`src/rtl/rcsa_pkg.sv`:
```
// Shared constants, codes and word types for the refcounted slot allocator.
`timescale 1ns / 1ps
`default_nettype none

package rcsa_pkg;

	localparam int NUM_SLOTS  = 1024;
	localparam int COUNT_BITS = 16;
	localparam int SLOT_BITS  = $clog2(NUM_SLOTS);
	localparam int TOP_BITS   = $clog2(NUM_SLOTS + 1);

	// Field widths of the command and result words
	localparam int CMD_W      = 2;
	localparam int SLOT_W     = 10;
	localparam int STATUS_W   = 3;
	localparam int CNT_OUT_W  = 16;
	localparam int CFG_DATA_W = 11;
	localparam int CFG_IDX_W  = 1;

	// Compare width that holds slots, limits and the slot count itself
	localparam int CMP_BITS   = (TOP_BITS > CFG_DATA_W) ? TOP_BITS : CFG_DATA_W;

	localparam logic [CFG_DATA_W-1:0] SLOTS_RESET = CFG_DATA_W'(1024);

	localparam logic [CMD_W-1:0] CMD_INIT    = 2'd0;
	localparam logic [CMD_W-1:0] CMD_ALLOC   = 2'd1;
	localparam logic [CMD_W-1:0] CMD_LOOKUP  = 2'd2;
	localparam logic [CMD_W-1:0] CMD_RELEASE = 2'd3;

	localparam logic [STATUS_W-1:0] ST_OK          = 3'd0;
	localparam logic [STATUS_W-1:0] ST_NO_FREE     = 3'd1;
	localparam logic [STATUS_W-1:0] ST_NOT_FOUND   = 3'd2;
	localparam logic [STATUS_W-1:0] ST_FREED       = 3'd3;
	localparam logic [STATUS_W-1:0] ST_BAD_RELEASE = 3'd4;
	localparam logic [STATUS_W-1:0] ST_OVERFLOW    = 3'd5;

	localparam logic [CFG_IDX_W-1:0] REG_SLOTS_IN_USE = 1'b0;
	localparam logic [CFG_IDX_W-1:0] REG_BOOTSTRAP    = 1'b1;

	typedef struct packed {
		logic [CMD_W-1:0]  command;
		logic [SLOT_W-1:0] slot_number;
	} request_t;

	typedef struct packed {
		logic [SLOT_W-1:0]    granted_slot;
		logic [STATUS_W-1:0]  status;
		logic [CNT_OUT_W-1:0] count_after;
	} result_t;

	// Controller to datapath
	typedef struct packed {
		logic capture;     // latch the command word, issue memory reads
		logic init_begin;  // empty the free stack
		logic exec;        // execute alloc, lookup or release
		logic sweep;       // write one count entry of the sweep
		logic sweep_init;  // sweep rebuilds the stack and seeds the bootstrap slot
		logic emit_init;   // present the init result
	} dp_cmd_t;

	// Datapath to controller
	typedef struct packed {
		logic sweep_last;
	} dp_status_t;

endpackage

`default_nettype wire

```
`src/rtl/rcsa_ctrl.sv`:
```
// Controller state machine of the refcounted slot allocator.
`timescale 1ns / 1ps
`default_nettype none

module rcsa_ctrl (
	input  wire                logic          clk,
	input  wire                logic          arst_n,
	input  wire                logic          start,
	input  wire                logic [rcsa_pkg::CMD_W-1:0] command,
	input  wire                rcsa_pkg::dp_status_t       dp_status,
	output logic                              busy,
	output rcsa_pkg::dp_cmd_t                 dp_cmd
);

	localparam logic [1:0] S_CLEAR = 2'd0;
	localparam logic [1:0] S_IDLE  = 2'd1;
	localparam logic [1:0] S_EXEC  = 2'd2;
	localparam logic [1:0] S_INIT  = 2'd3;

	logic [1:0] state_q;
	logic [1:0] state_nxt;
	logic       accept;

	assign busy   = (state_q != S_IDLE);
	assign accept = start && !busy;

	always_comb begin
		state_nxt = state_q;
		dp_cmd    = '0;
		unique case (state_q)
			S_CLEAR: begin
				dp_cmd.sweep = 1'b1;
				if (dp_status.sweep_last) begin
					state_nxt = S_IDLE;
				end
			end
			S_IDLE: begin
				if (accept) begin
					dp_cmd.capture = 1'b1;
					if (command == rcsa_pkg::CMD_INIT) begin
						dp_cmd.init_begin = 1'b1;
						state_nxt = S_INIT;
					end else begin
						state_nxt = S_EXEC;
					end
				end
			end
			S_EXEC: begin
				dp_cmd.exec = 1'b1;
				state_nxt   = S_IDLE;
			end
			S_INIT: begin
				dp_cmd.sweep      = 1'b1;
				dp_cmd.sweep_init = 1'b1;
				if (dp_status.sweep_last) begin
					dp_cmd.emit_init = 1'b1;
					state_nxt = S_IDLE;
				end
			end
			default: begin
				state_nxt = S_IDLE;
			end
		endcase
	end

	always_ff @(posedge clk or negedge arst_n) begin
		if (!arst_n) begin
			state_q <= S_CLEAR;
		end else begin
			state_q <= state_nxt;
		end
	end

endmodule

`default_nettype wire

```
`config.mk`:
```
export PLATFORM = sky130hd
export DESIGN_NAME = rcsa_ctrl
export DESIGN_NICKNAME = d
export VERILOG_FILES = /design/src/rtl/rcsa_pkg.sv /design/src/rtl/rcsa_ctrl.sv
export SDC_FILE = /design/constraint.sdc
export NUM_CORES = 1
export LEC_CHECK = 0
export ABC_AREA = 1
export BUFFER_PORTS_ARGS = -buffer_cell sky130_fd_sc_hd__buf_2
export CELL_PAD_IN_SITES_DETAIL_PLACEMENT = 1
export CELL_PAD_IN_SITES_GLOBAL_PLACEMENT = 1
export CORE_AREA = 8 8 45 47
export DETAILED_ROUTE_END_ITERATION = 10
export DIE_AREA = 0 0 53 55
export GPL_TIMING_DRIVEN = 1
export PLACE_DENSITY_LB_ADDON = 0.3
export SETUP_SLACK_MARGIN = 0.2
export SYNTH_ARGS = -nofsm -noshare
export SYNTH_HDL_FRONTEND = slang
export SYNTH_SLANG_ARGS = --single-unit
```
`constraint.sdc`:
```
create_clock -name clk -period 2.51 [get_ports clk]
set_clock_uncertainty 0.1 [all_clocks]
set_input_delay 0.502 -clock clk [delete_from_list [all_inputs] [get_ports clk]]
set_output_delay 0.502 -clock clk [all_outputs]
set_load 0.02 [all_outputs]
```
# After elaboration in Yosys (flattened, before gate mapping)
# Index checks and enable logic that the tools add are counted.
# word_totals
ff_bits,2
inputBits,6
out_inout_bits,7
word_cells,24
# classes
eq_ne,6
muxes,11
reduce_logical,6
# ops
cell,count
2-bit 2-to-1 mux,5
2-bit case mux with 3 select lines,1
1-bit 2-to-1 mux,5
"2-bit equality test, second input constant",2
2-bit logical NOT,2
"2-bit by 1-bit inequality test with 1-bit output, second input constant",2
"2-bit by 1-bit equality test with 1-bit output, second input constant",1
"2-bit inequality test, second input constant",1
2-bit AND reduction,1
2-bit OR reduction,1
1-bit logical AND,1
1-bit logical NOT,1

# Longest topological paths before layout
# logic_depth
ltp_word,5
ltp_mapped,7

# Worst setup path after synthesis
# Ideal clock, no wire load.
# synth_timing
path_kind,register to output
startpoint,register state_q[1]
endpoint,output dp_cmd[4] (netlist name)
arrival_ps,1154
t_required_ps,1908
slack_ps,754
path_stages_with_launch,5
n_path_buf,0
path_cell_list,dfrtp_1 > inv_1 > ha_1 > nand2_1 > nor3_1
# synth_lines
element,line_no,rtl
from (decl),rcsa_ctrl.sv:20,logic [1:0] state_q;
from (signal assigned),rcsa_ctrl.sv:70,state_q <= state_nxt;
to (decl),rcsa_ctrl.sv:12,output rcsa_pkg::dp_cmd_t dp_cmd

==> metrics.yaml <==
finish.utilization_pct: 21.6
path_clk_slew_ps: 30
startpoint_type: "register"
hold_class: "register to register"
whs_ps: 448
end_kind: "output pin"
synth_xor_area_share_pct: 0
fin_crit_sh_pct: 74.7
cp.arrival_ps: 1270
place_inst: 55
clockBufferDepth: 2
wl_per_cell_um: 8.05
synth.area.mux_share_pct: 0
portBuffers: 12
drive_gt1_share_pct: 41.9
grt_first_pass_wirelength_um: 779
grt_max_degree: 6
hpwl_um: 430
critical_path_class: "register to output pin"
synth_warnings: 0
status: "completed"
p_comb_share_pct: 64.2
cp_max_fo: 4
r2r_slack_ps: 1250
synthesis.area_um2: 186
fp.dieW_um: 53
drv_cap: 0
insertedDiodeCount: 0
antenna_left: 0
ioPinCount: 13
synth_seq_area_share_pct: 26.8
hold_viol: 0
relSlewSlack_pct: 89.6
finalNonFillerCells: 59
setup_ws_ps: 635
powerDensity_nw_per_um2: 1280
cpPeakStageDelay_ps: 390
seqPwrFrac_pct: 17.6
setup_violations: 0
drt_iter0_drc: 2
die_area_um2: 2920
first_pass_iters: 2
worstPathCellList: "inv_1, ha_1, nand2_1, nor3_1, buf_2"
slew_violations: 0
synth_top_family_by_area: "simple AND/OR/NAND/NOR gates"
p_int_mw: 0.189
synthCells: 27
grt.total_usage_pct: 3.88
start_util_pct: 13.5
switchingPower_mw: 0.193
rsz0062_at_grt: "false"
synth_cell_types: 8
cp.required_ps: 1910
clock_sinks: 2
post-cts-setup-buffers: 0
area_delta_synth_final_pct: 60.4
numCtsBuffers: 3
syn_nets: 37
antenna_found_initial: 0
clock_latency_ps: 220
clock-root-buffer: "clkbuf_4"
layout_min_cycle_time_ps: 1870
slowest_stage: "dfrtp_1"
die_h_um: 55
vias: 200
netSwitchingFraction_pct: 50.6
drc: 0
synth_compound_area_share_pct: 2.68
syn_avg_cell_area_um2: 6.90
finalSetupTns_ps: 0
pwr-share-clk_pct: 18.2
coreArea_um2: 1380
largest_reg_flops: 2
regMostFlops: "state_q"
vdd_ir_drop_max_v: 0.000224
synth-simple-area-share_pct: 27.5
wl_um: 475
grt_overflow: 0
synth_adder_area_share_pct: 26.8
nNetsFinal: 55
maxClockFrequency_mhz: 533
cts_tree: "yes"
gp_routability_congestion: 0.646
p_leak_nw: 0.202
ys_ff_latch: 2
via_per_inst: 3.39
h-tree-depth: 1
dp_slack_ps: 842
grt_pass1_vias: 210
tightest_slew_ps: 155
largestRegisters: "state_q x2"
row_count: 14
[cells in the mapped netlist (all sizes together)]
library cell   n  area share (%)
dfrtp          2              27
inv            8              16
ha             4              27
nand2         11              25
o21ai          1             2.7
nor3           1             2.7
[metrics by stage]
| step | total power [mW] | area, um2 |
|---|---|---|
| floorplan | 0.251 | 186 |
| global placement | 0.323 | 267 |
| detailed placement | 0.320 | 267 |
| finish | 0.382 | 299 |
| global route | 0.430 | 299 |
| CTS | 0.397 | 299 |
[cell usage in the layout (no fill, tap or decap)]
master,count
inv_1,7
nand2_1,9
inv_2,1
dlygate4sd3_1,1
ha_1,4
nor3_1,1
dfrtp_1,2
clkbuf_4,3
o21ai_0,1
buf_2,12
nand2_2,2
[final timing paths]
kind                       startpoint         end  cells after the start
setup reg to reg           state_q[0]  state_q[1]                      7
hold reg to reg            state_q[1]  state_q[1]                      2
setup / recovery           state_q[1]   dp_cmd[4]                      5
min in group asynchronous      arst_n  state_q[0]                      2
hold / removal             state_q[1]  state_q[1]                      2
max in group asynchronous      arst_n  state_q[1]                      2
[area by class of cell]
cell class / instances / area (um2)
clock buffer: 3 / 22.5
fill: 176 / 1080
inverter: 8 / 30.0
multi-input combinational: 17 / 106
sequential: 2 / 50.0
tap: 16 / 20.0
timing repair buffer: 13 / 70.1
[routing by layer]
layer  vias to the layer above  GRT usage [%]  part of all wire (%)
li1                        109              -                     -
met1                        83           3.94                    41
met2                         8           4.49                    43
met3                         0           3.48                    15
met4                         0           3.88                     0
met5                         -              0                     0
[critical path, delay by kind of cell, from the launching register on]
kind	cells	cell delay (ps)
buffers and inverters	2	280
AND/OR/NAND/NOR	2	200
flip-flops	1	390
adder cells (fa/ha/maj)	1	190
[power groups by stage]
| stage | registers [mW] | logic (mW) | clock network, mW |
|---|---|---|---|
| after floorplan | 0.0649 | 0.186 | 0 |
| after global placement | 0.0694 | 0.254 | 0 |
| after detailed placement | 0.0687 | 0.251 | 0 |
| after CTS | 0.0681 | 0.254 | 0.0747 |
| after global routing | 0.0709 | 0.279 | 0.0801 |
| final | 0.0672 | 0.246 | 0.0695 |
[what timing repair did]
action | CTS | global route
hold buffers | 1 | 0
endpoints found under the hold margin | 2 | 0
gates resized for setup | 0 | 0
[kinds of logic (layout without fill, tap and decap cells)]
family                     count (synthesis)  in the layout
and+or+nand+nor                           12             12
buffers and inverters                      8             24
adders and majority gates                  4              4
DFF                                        2              2
AOI/OAI and AO/OA                          1              1
Note: power is estimated with default switching activity, not from simulation.
